===== config.mk =====
export PLATFORM = sky130hd
export DESIGN_NAME = prlt_ctrl
export DESIGN_NICKNAME = d
export VERILOG_FILES = /design/src/sv/prlt_pkg.sv /design/src/sv/prlt_ctrl.sv
export SDC_FILE = /design/constraint.sdc
export NUM_CORES = 1
export LEC_CHECK = 0
export BUFFER_PORTS_ARGS = -buffer_cell sky130_fd_sc_hd__buf_2
export CORE_ASPECT_RATIO = 1.1
export CORE_MARGIN = 3
export CORE_UTILIZATION = 30
export DETAILED_ROUTE_END_ITERATION = 12
export GPL_TIMING_DRIVEN = 1
export HOLD_SLACK_MARGIN = 0.12
export PLACE_DENSITY_LB_ADDON = 0.1
export SYNTH_ARGS = -nofsm -noshare
export SYNTH_HDL_FRONTEND = slang
export SYNTH_SLANG_ARGS = --single-unit

===== constraint.sdc =====
create_clock -name clock -period 3.6 [get_ports clock]
set_input_delay 0 -clock clock [delete_from_list [all_inputs] [get_ports clock]]
set_output_delay 0 -clock clock [all_outputs]
set_load 0.05 [all_outputs]

===== src/sv/prlt_pkg.sv =====
// Package for the per-ID rate limit table: shared types and status codes.
// Used by the controller, the datapath and the top level; depends on nothing.
package prlt_pkg;

   localparam int HashBits   = 5;
   localparam int MaxEntries = 64;
   localparam int SlackNum   = 6;
   localparam int SlackDen   = 5;

   typedef enum logic [2:0] {
      ST_FOUND      = 3'd0,
      ST_CREATED    = 3'd1,
      ST_ABSENT     = 3'd2,
      ST_FULL_GEN   = 3'd3,
      ST_SET        = 3'd4,
      ST_SET_REFUSE = 3'd5
   } status_type;

   typedef enum logic [3:0] {
      S_IDLE,
      S_HEAD,
      S_HEAD_WAIT,
      S_READ,
      S_READ_WAIT,
      S_CHECK,
      S_DECIDE,
      S_INSERT,
      S_THROTTLE,
      S_OUT
   } state_type;

   // Commands from the controller to the datapath.
   typedef struct packed {
      logic load;       // latch the input word
      logic head_rd;    // read bucket head
      logic take_head;  // cursor from head read data
      logic ent_rd;     // read entry at cursor
      logic step;       // tail <= cursor, cursor <= next
      logic do_insert;  // write a new entry and link it
      logic set_iv;     // update interval of found entry
      logic do_thr;     // apply throttle to found/new entry
      logic set_res;    // register result
      logic publish;    // move the registered result to the output word
      status_type st;   // status for the result
      logic force_ntf;  // notify 1 for the generic entry
   } cmd_type;

   // Status from the datapath to the controller.
   typedef struct packed {
      logic mode;
      logic create;
      logic cur_ok;     // cursor is a valid link within the filled part
      logic match;      // entry at cursor holds the identifier
      logic full;       // table holds MaxEntries entries
      logic steps_done; // walk bound reached
   } stat_type;

endpackage


===== src/sv/prlt_ctrl.sv =====
// Controller: sequences lookup, chain walk, insert, throttle and result.
// Depends on prlt_pkg.
module prlt_ctrl (
   input  logic               clock,
   input  logic               reset,
   input  logic               req_tvalid,
   output logic               req_tready,
   output logic               rsp_tvalid,
   input  logic               rsp_tready,
   input  prlt_pkg::stat_type stat,
   output prlt_pkg::cmd_type  cmd
);
   prlt_pkg::state_type state_ff, state_in;
   logic                found_ff, found_in;
   logic                rsp_valid_ff, rsp_valid_in;

   assign rsp_tvalid = rsp_valid_ff;

   always_comb begin
      state_in     = state_ff;
      found_in     = found_ff;
      rsp_valid_in = rsp_valid_ff && !rsp_tready;
      cmd          = '0;
      cmd.st       = prlt_pkg::ST_FOUND;
      req_tready   = 1'b0;
      case (state_ff)
         prlt_pkg::S_IDLE: begin
            req_tready = 1'b1;
            if (req_tvalid) begin
               cmd.load = 1'b1;
               state_in = prlt_pkg::S_HEAD;
            end
         end
         prlt_pkg::S_HEAD: begin
            cmd.head_rd = 1'b1;
            state_in    = prlt_pkg::S_HEAD_WAIT;
         end
         prlt_pkg::S_HEAD_WAIT: begin
            cmd.take_head = 1'b1;
            found_in      = 1'b0;
            state_in      = prlt_pkg::S_READ;
         end
         prlt_pkg::S_READ: begin
            if (!stat.cur_ok || stat.steps_done) begin
               state_in = prlt_pkg::S_DECIDE;
            end else begin
               state_in = prlt_pkg::S_READ_WAIT;
            end
         end
         prlt_pkg::S_READ_WAIT: state_in = prlt_pkg::S_CHECK;
         prlt_pkg::S_CHECK: begin
            if (stat.match) begin
               found_in = 1'b1;
               state_in = prlt_pkg::S_DECIDE;
            end else begin
               cmd.step = 1'b1;
               state_in = prlt_pkg::S_READ;
            end
         end
         prlt_pkg::S_DECIDE: begin
            state_in = prlt_pkg::S_OUT;
            if (stat.mode) begin
               cmd.set_res = 1'b1;
               cmd.st      = prlt_pkg::ST_SET;
               if (found_ff) begin
                  cmd.set_iv = 1'b1;
               end else if (!stat.full) begin
                  cmd.do_insert = 1'b1;
               end else begin
                  cmd.st = prlt_pkg::ST_SET_REFUSE;
               end
            end else if (found_ff) begin
               cmd.do_thr  = 1'b1;
               cmd.set_res = 1'b1;
               cmd.st      = prlt_pkg::ST_FOUND;
            end else if (!stat.create) begin
               cmd.set_res = 1'b1;
               cmd.st      = prlt_pkg::ST_ABSENT;
            end else if (!stat.full) begin
               cmd.do_insert = 1'b1;
               state_in      = prlt_pkg::S_THROTTLE;
            end else begin
               cmd.set_res   = 1'b1;
               cmd.force_ntf = 1'b1;
               cmd.st        = prlt_pkg::ST_FULL_GEN;
            end
         end
         prlt_pkg::S_THROTTLE: begin
            cmd.do_thr  = 1'b1;
            cmd.set_res = 1'b1;
            cmd.st      = prlt_pkg::ST_CREATED;
            state_in    = prlt_pkg::S_OUT;
         end
         prlt_pkg::S_OUT: begin
            if (!rsp_valid_ff || rsp_tready) begin
               cmd.publish  = 1'b1;
               rsp_valid_in = 1'b1;
               state_in     = prlt_pkg::S_IDLE;
            end
         end
         default: state_in = prlt_pkg::S_IDLE;
      endcase
   end

   always_ff @(posedge clock) begin
      if (reset) begin
         state_ff     <= prlt_pkg::S_IDLE;
         found_ff     <= 1'b0;
         rsp_valid_ff <= 1'b0;
      end else begin
         state_ff     <= state_in;
         found_ff     <= found_in;
         rsp_valid_ff <= rsp_valid_in;
      end
   end

   assert property (@(posedge clock) disable iff (reset)
      cmd.do_insert |-> !found_ff) else $error("insert of a found identifier");
   assert property (@(posedge clock) disable iff (reset)
      (rsp_tvalid && !rsp_tready) |=> rsp_tvalid) else $error("result dropped");
   assert property (@(posedge clock) disable iff (reset)
      (req_tvalid && req_tready) |=> state_ff == prlt_pkg::S_HEAD)
      else $error("accepted word not processed");
endmodule


Word level (Yosys, flattened, before mapping) --
Cells that the tools add are included. W data, S select, Z words.
Word-level totals: bits in registers 6, input bits 10, output and inout bits 16, logic and storage cells 71
Operators by class: equality and inequality tests 11, muxes and demuxes 47, reductions and logical operators 10
Operators with widths (count):
- $pmux W4 S9 | 1
- $mux W1 | 31
- $mux W4 | 5
- $eq A4 B3 Y1 const B | 3
- $mux W3 | 3
- $eq A4 B2 Y1 const B | 2
- $eq A4 B4 Y1 const B | 2
- $mux W2 | 4
- $ne A2 B2 Y1 const B | 3
- $pmux W3 S2 | 1
- $eq A4 B1 Y1 const B | 1
- $logic_not A4 Y1 | 1
- $pmux W2 S2 | 1
- $reduce_and A2 Y1 | 2
- $logic_not A1 Y1 | 3
- $logic_or A1 B1 Y1 | 2
- $pmux W1 S2 | 1
- $reduce_bool A2 Y1 | 1
- $logic_and A1 B1 Y1 | 1

Longest topological paths before layout --
Gate-level depths: netlist (run 1).
depth after elaboration 5, gate-level depth with buffers 5

Worst setup path after synthesis (run 1) --
No wires, ideal clock.
kind register to output, start reg state_ff[3], end out cmd[2] (netlist name), arrival 3.214 ns, data required time 3.600 ns, path slack 0.386 ns, stages on the path, launching flop included 4, buffers on the path 1, cells stage by stage dfxtp_1 -> buf_2 -> nand4bb_1 -> a2111oi_0
RTL lines:
- start: declaration | RTL line prlt_ctrl.sv:13 | prlt_pkg::state_type state_ff, state_in;
- start signal: assignment | RTL line prlt_ctrl.sv:107 | state_ff <= prlt_pkg::S_IDLE;
- start signal: assignment | RTL line prlt_ctrl.sv:111 | state_ff <= state_in;
- end: declaration | RTL line prlt_ctrl.sv:11 | output prlt_pkg::cmd_type cmd

==> results of run 1 <==
## state kept, by name (all words and copies together), names as in the netlist
| signal | cells |
|---|---|
| state_ff | 4 |
| rsp_tvalid | 1 |
| found_ff | 1 |
## per-stage QoR
stage / hold WS [ns] / utilization / cell area (sq um)
final: 0.1289 / 0.4364 / 626.9
after global routing: 0.1521 / 0.4364 / 626.9
after CTS: 0.1341 / 0.4364 / 626.9
after detailed placement: 0.2760 / 0.4068 / 584.3
after global placement: 0.2804 / 0.4068 / 584.3
after floorplan: 0.06786 / - / 480.5
## cell type report
cell class              instances  area [sq um]  share of cell area
repair buffers                 26         140.1              0.2236
clock buffers                   3         22.52             0.03593
multi-input cells              47         309.0              0.4930
well taps                      16         20.02             0.03194
flip-flops and latches          6         120.1              0.1916
inverters                       4         15.01             0.02395
## cell families (layout without fill, tap and decap cells)
family / after synthesis / in the layout / share of synthesized area
AOI/OAI and AO/OA: 16 / 16 / 0.2162
buffers and inverters: 9 / 33 / 0.1068
DFF: 6 / 6 / 0.2500
other: 1 / 1 / 0.007805
and+or+nand+nor: 30 / 30 / 0.4193
## worst paths after layout
check,end,slack (ns),cells past startpoint
worst max-delay path,cmd[1],1.81,5
worst min-delay path,state_ff[1]$_SDFFE_PP0P_,0.13,3
worst max register to register,state_ff[3]$_SDFFE_PP0P_,1.99,4
worst min register to register,rsp_tvalid$_SDFF_PP0_,0.53,2
## layer usage
| metal | vias up | part of all wire | GRT usage |
|---|---|---|---|
| li1 | 272 | - | - |
| met3 | 0 | 0.074 | 0.06767 |
| met5 | - | 0 | 0 |
| met1 | 230 | 0.44 | 0.1634 |
| met4 | 0 | 0 | 0.01807 |
| met2 | 17 | 0.48 | 0.2093 |
## worst reg2reg max path, cell delays in order (launching register included)
cell and delay [ns]:
dfxtp_1 0.54, nand2b_4 0.10, or3b_4 0.39, or2_4 0.24, a311oi_2 0.25
## cells in the final DEF (no fill, tap or decap), types with 2 or more instances in the layout
cell type | synthesis | routed
a2111oi_0 | 2 | 2
a21oi_1 | 4 | 4
and2_1 | 3 | 3
buf_2 | 2 | 24
clkbuf_4 | 0 | 3
dfxtp_1 | 6 | 6
dlygate4sd3_1 | 0 | 2
inv_1 | 4 | 4
nand2_1 | 2 | 2
nand2b_1 | 2 | 2
nor2_1 | 5 | 5
nor2b_1 | 2 | 2
nor3_1 | 5 | 5
nor4b_1 | 2 | 2
o21ai_0 | 6 | 6
## power breakdown
group | switching [W] | leakage, nW | internal, W
logic | 0.0000513 | 0.230 | 0.0000234
registers | 0.0000103 | 0.0489 | 0.0000707
clock network | 0.0000247 | 0.0138 | 0.0000377
==> results.tsv, run 1 <==
metric	value	unit
number of remaining DRC errors	0	
Setup crit start kind	register	
CP Cell Sequence	nand4bb_1, nor2_1, o21ai_0, o21ai_0, buf_2	
Mapped Area	480.5	sq um
CTS tree	built	
total gr overflow	0	
YS warnings	0	
ANT nets after route	0	
RSZ-0062 raised after global routing	false	
Syn-to-layout area delta	30.47	%
post-route minimum period	1.794	ns
first-pass GRT wire length	2.001	mm
max cap viols	0	
antenna cells	0	
Clock Skews	0.005045	ns
EDFF count, synth	0	
die width	44.16	microns
Worst Path Max Fanout	10	
Critical path buffers and inverters	1	
Async S/R FF share, synth	0	
crit path DAT	1.79	ns
Required @ worst endpoint	3.60	ns
Synth top area share	0.2500	
Detailed Place HPWL	919.9	microns
syn_area_per_cell	7.749	sq um
total length of routed wires	1.251	mm
hold path startpoint	stat[0]	
Synth area leaders	dfxtp_1 (25%), o21ai_0 (6.3%), nor3_1 (5.2%), a21oi_1 (4.2%), and2_1 (3.9%)	
Final GP Congestion	0.6795	
root buffer cell	clkbuf_4	
DRT Pass-1 Iters	4	
Synth Instances	62	
pre-CTS worst setup slack	1.991	ns
layout cell share with drive strength beyond 1	0.3721	
critical setup path kind	register to output pin	
Chip Height	47.97	microns
max-slew violation count	0	
most frequent cells after synthesis	dfxtp_1 (6), o21ai_0 (6), nor2_1 (5), nor3_1 (5)	
initial antenna violation count	0	
beginning of the worst register-to-register path	state_ff[0]$_SDFFE_PP0P_	
worst min-delay path class	input pin to register	
status	finished, final reports clean	
Finish-stage setup viols	0	
CTS sink cnt	6	
Synth area leader	dfxtp_1	
Synth Flop Type	dfxtp_1	
Pleak	0.2922	nW
Fin. Hold Viols	0	
post-CTS sizing	0	
via count	519	
fillers	167	
Core Area	1436	sq um
setup bufs post-CTS	0	
final std cells w/o fill	102	
Clock Latency Late Sink	0.25	ns
total negative setup slack	0	ns
power consumption	0.0002180	W
H-tree Lvls	1	
Synth cell types	29	
clock buffer depth	2	
# rows	14	
area of the die	2118	sq um
Setup WS post-layout	1.806	ns
P per Cell Area	347.8	nW/um^2
endpoint kind of the worst setup timing path	output pin	
DR iter-0 viols	2	
Seq/Total Area, Yosys	0.2500	
Worst path slowest cell	dfxtp_1	
largest net degree at the start of global routing	13	
WL/cell	12.26	microns
I/O Buffers	24	
Hold Buf Count CTS	2	
GRT Total Usage	0.1316	
period utilization	0.4984	
crit path launch	state_ff[0]$_SDFFE_PP0P_	
I/O pin cnt	26	
Initial Util	0.3345	
most frequent CP cell	o21ai_0	
CP peak stage delay	0.41	ns
CTS clk-pin slew, worst paths	0.05	ns
peak supply drop	224.8	uV
Post-Syn Nets	72	
Placed Cells	97	
Top delay family on crit path	simple AND/OR/NAND/NOR gates	
cts bufs inserted	3	
fin nets	98	
vias per inst	5.088	
FMAX	557.3	MHz
#FFs+latches synth	6	
number of global-route vias before repair	461	
No activity file was read; power rests on OpenSTA's default activity.
==> run 2: changes to the inputs <==
- ABC_AREA: unset -> 1
- clock period: 3.6 -> 1.9 ns (I/O delays scaled with it)
==> results.tsv, run 2 <==
metric	value	unit
status	finished, final reports clean	
total length of routed wires	1.257	mm
Synth Instances	77	
final std cells w/o fill	124	
Critical path buffers and inverters	1	
Finish-stage setup viols	0	
cts bufs inserted	3	
EDFF count, synth	0	
most frequent cells after synthesis	inv_1 (17), nand2_1 (12), nor2_1 (8)	
Fin. Hold Viols	0	
die width	43.91	microns
Worst Path Max Fanout	4	
CTS clk-pin slew, worst paths	0.05	ns
YS warnings	0	
Synth area leaders	dfxtp_1 (25%), inv_1 (13%), nand2_1 (9.5%), nor2_1 (6.3%), nand3_1 (5.3%)	
mux share of post-synthesis cell area	0	
Placed Cells	116	
number of global-route vias before repair	478	
initial antenna violation count	0	
critical setup path kind	register to register	
Clk pwr share	0.259	
adder and majority gate portion of the synthesized area	0	
I/O Buffers	24	
most common cell after layout, fill and taps aside	buf_2	
max reg flops	4	
Initial Util	0.3342	
Synth Flop Type	dfxtp_1	
most numerous cell in the Yosys netlist	inv_1	
worst min-delay path class	input pin to register	
Compound-Gate Fraction of Synth Area	0.1530	
Detailed Place HPWL	974.7	microns
layout cell share with drive strength beyond 1	0.3704	
Net Sw Frac	0.4309	
Seq/Total Area, Yosys	0.2533	
Required @ worst endpoint	2.07	ns
#FFs+latches synth	6	
RSZ-0062 raised after global routing	false	
setup bufs post-CTS	0	
GRT Total Usage	0.1331	
Setup crit start kind	register	
CP peak stage delay	0.56	ns
Synth area leader	dfxtp_1	
P per Cell Area	661.3	nW/um^2
post-route minimum period	1.595	ns
Psw	0.0001975	W
total gr overflow	0	
largest net degree at the start of global routing	10	
sequential fraction of design power	0.326	
Mapped Area	474.2	sq um
period utilization	0.8393	
fin nets	120	
Pleak	0.4102	nW
XOR/XNOR Fraction of Synth Area	0	
antenna cells	0	
Clock Skews	0.002443	ns
Chip Height	47.70	microns
fillers	151	
Most flops, register	state_ff	
DR iter-0 viols	2	
combinational share of power	0.416	
root buffer cell	clkbuf_4	
vias per inst	4.468	
Top delay family on crit path	buffers and inverters	
# rows	14	
max-slew violation count	0	
WL/cell	10.14	microns
CP Cell Sequence	nor2_1, nand3_1, o21bai_1, dlygate4sd3_1, a21oi_1	
total negative setup slack	0	ns
H-tree Lvls	1	
via count	554	
max cap viols	0	
syn_area_per_cell	6.159	sq um
Syn-to-layout area delta	46.17	%
crit path DAT	1.77	ns
first-pass GRT wire length	1.987	mm
DRT Pass-1 Iters	4	
Synth Area in Simple Gates	0.4195	
FMAX	627.1	MHz
Synth top area share	0.2533	
I/O pin cnt	26	
Core Area	1419	sq um
Final GP Congestion	0.7240	
Worst path slowest cell	dlygate4sd3_1	
Clock Latency Late Sink	0.24	ns
Post-Syn Nets	87	
peak supply drop	459.9	uV
ANT nets after route	0	
endpoint kind of the worst setup timing path	register	
area of the die	2094	sq um
largest family of logic cells by synthesized area	simple AND/OR/NAND/NOR gates	
CTS sink cnt	6	
CTS tree	built	
clock buffer depth	2	
number of remaining DRC errors	0	
cell internal pwr	0.0002609	W
Async S/R FF share, synth	0	
Synth cell types	22	
commonest non-fill, non-tap cells in the layout	buf_2 (24), inv_1 (17), nand2_1 (12), nor2_1 (8), dfxtp_1 (6)	
==> run 2: cell types whose count changed after synthesis, sizes merged, moves of 2 or more <==
| cell | before | now |
|---|---|---|
| nor2b | 2 | 0 |
| inv | 4 | 19 |
| nor2 | 5 | 12 |
| nand2 | 2 | 16 |
| a2111oi | 2 | 0 |
| nand2b | 3 | 0 |
| buf | 5 | 1 |
| o21ai | 6 | 0 |
| and2 | 3 | 0 |
| a31oi | 0 | 2 |
| nand3 | 0 | 5 |
| nor4b | 2 | 0 |
==> run 2: per-layer routing <==
metal	up-vias	global-route usage	wire [microns]	share of wire
met5	-	0	0	0
met4	0	0.09036	12	0.0095
met3	2	0.03383	63	0.050
met2	12	0.1919	581	0.46
met1	238	0.1749	599	0.48
li1	302	-	-	-
==> run 2: layout make-up <==
cell class                      count  area (sq um)  share of cell area
Inverter                           19         71.32              0.1029
Multi-Input combinational cell     51         289.0              0.4170
Timing Repair Buffer               29         170.2              0.2455
Sequential cell                     6         120.1              0.1733
Tap cell                           16         20.02             0.02888
Clock buffer                        3         22.52             0.03249
==> run 2: logic make-up (layout without fill, tap and decap cells) <==
logic type | Yosys count | in the layout
other | 1 | 1
AOI/OAI and AO/OA | 11 | 11
buffers and inverters | 20 | 51
and+or+nand+nor | 39 | 39
DFF | 6 | 6
==> run 2: through the flow <==
stage	hold WS, ns	worst slack (ns)	util	area (sq um)	total power [W]
final	0.1959	0.3053	0.4885	693.2	0.0004584
after global routing	0.2531	0.2035	0.4885	693.2	0.0004857
after CTS	0.1993	0.3156	0.4885	693.2	0.0004644
after detailed placement	0.2562	0.6471	0.4374	620.6	0.0003347
after global placement	0.2526	0.6449	0.4374	620.6	0.0003344
after floorplan	0.06244	0.01163	-	488.0	0.0002935
==> run 2: what timing repair did <==
| action | in CTS | in global routing |
|---|---|---|
| hold endpoints to repair | 6 | 0 |
| gates resized for setup | 0 | 0 |
| hold buffers | 5 | 0 |
==> run 2: worst register-to-register path: stages, from the launching register on <==
cell and delay [ns]:
dfxtp_1 0.35, nor2_1 0.20, nand3_1 0.12, o21bai_1 0.17, dlygate4sd3_1 0.56, a21oi_1 0.12
==> run 2: final timing paths <==
| check | end | slack (ns) | cells past startpoint | startpoint |
|---|---|---|---|---|
| worst max-delay path | state_ff[1]$_SDFFE_PP0P_ | 0.31 | 5 | state_ff[3]$_SDFFE_PP0P_ |
| worst min-delay path | state_ff[0]$_SDFFE_PP0P_ | 0.20 | 7 | req_tvalid |
| worst max register to register | state_ff[1]$_SDFFE_PP0P_ | 0.31 | 5 | state_ff[3]$_SDFFE_PP0P_ |
| worst min register to register | rsp_tvalid$_SDFF_PP0_ | 0.56 | 4 | rsp_tvalid$_SDFF_PP0_ |
==> run 2: power by group through the flow <==
stage	Sequential, W	Combinational (W)	Clock, W
4_1_cts	0.000149	0.000192	0.000123
5_1_grt	0.000150	0.000209	0.000127
3_3_place_gp	0.000151	0.000183	0
6_report	0.000149	0.000191	0.000119
2_1_floorplan	0.000149	0.000144	0
3_5_place_dp	0.000151	0.000184	0
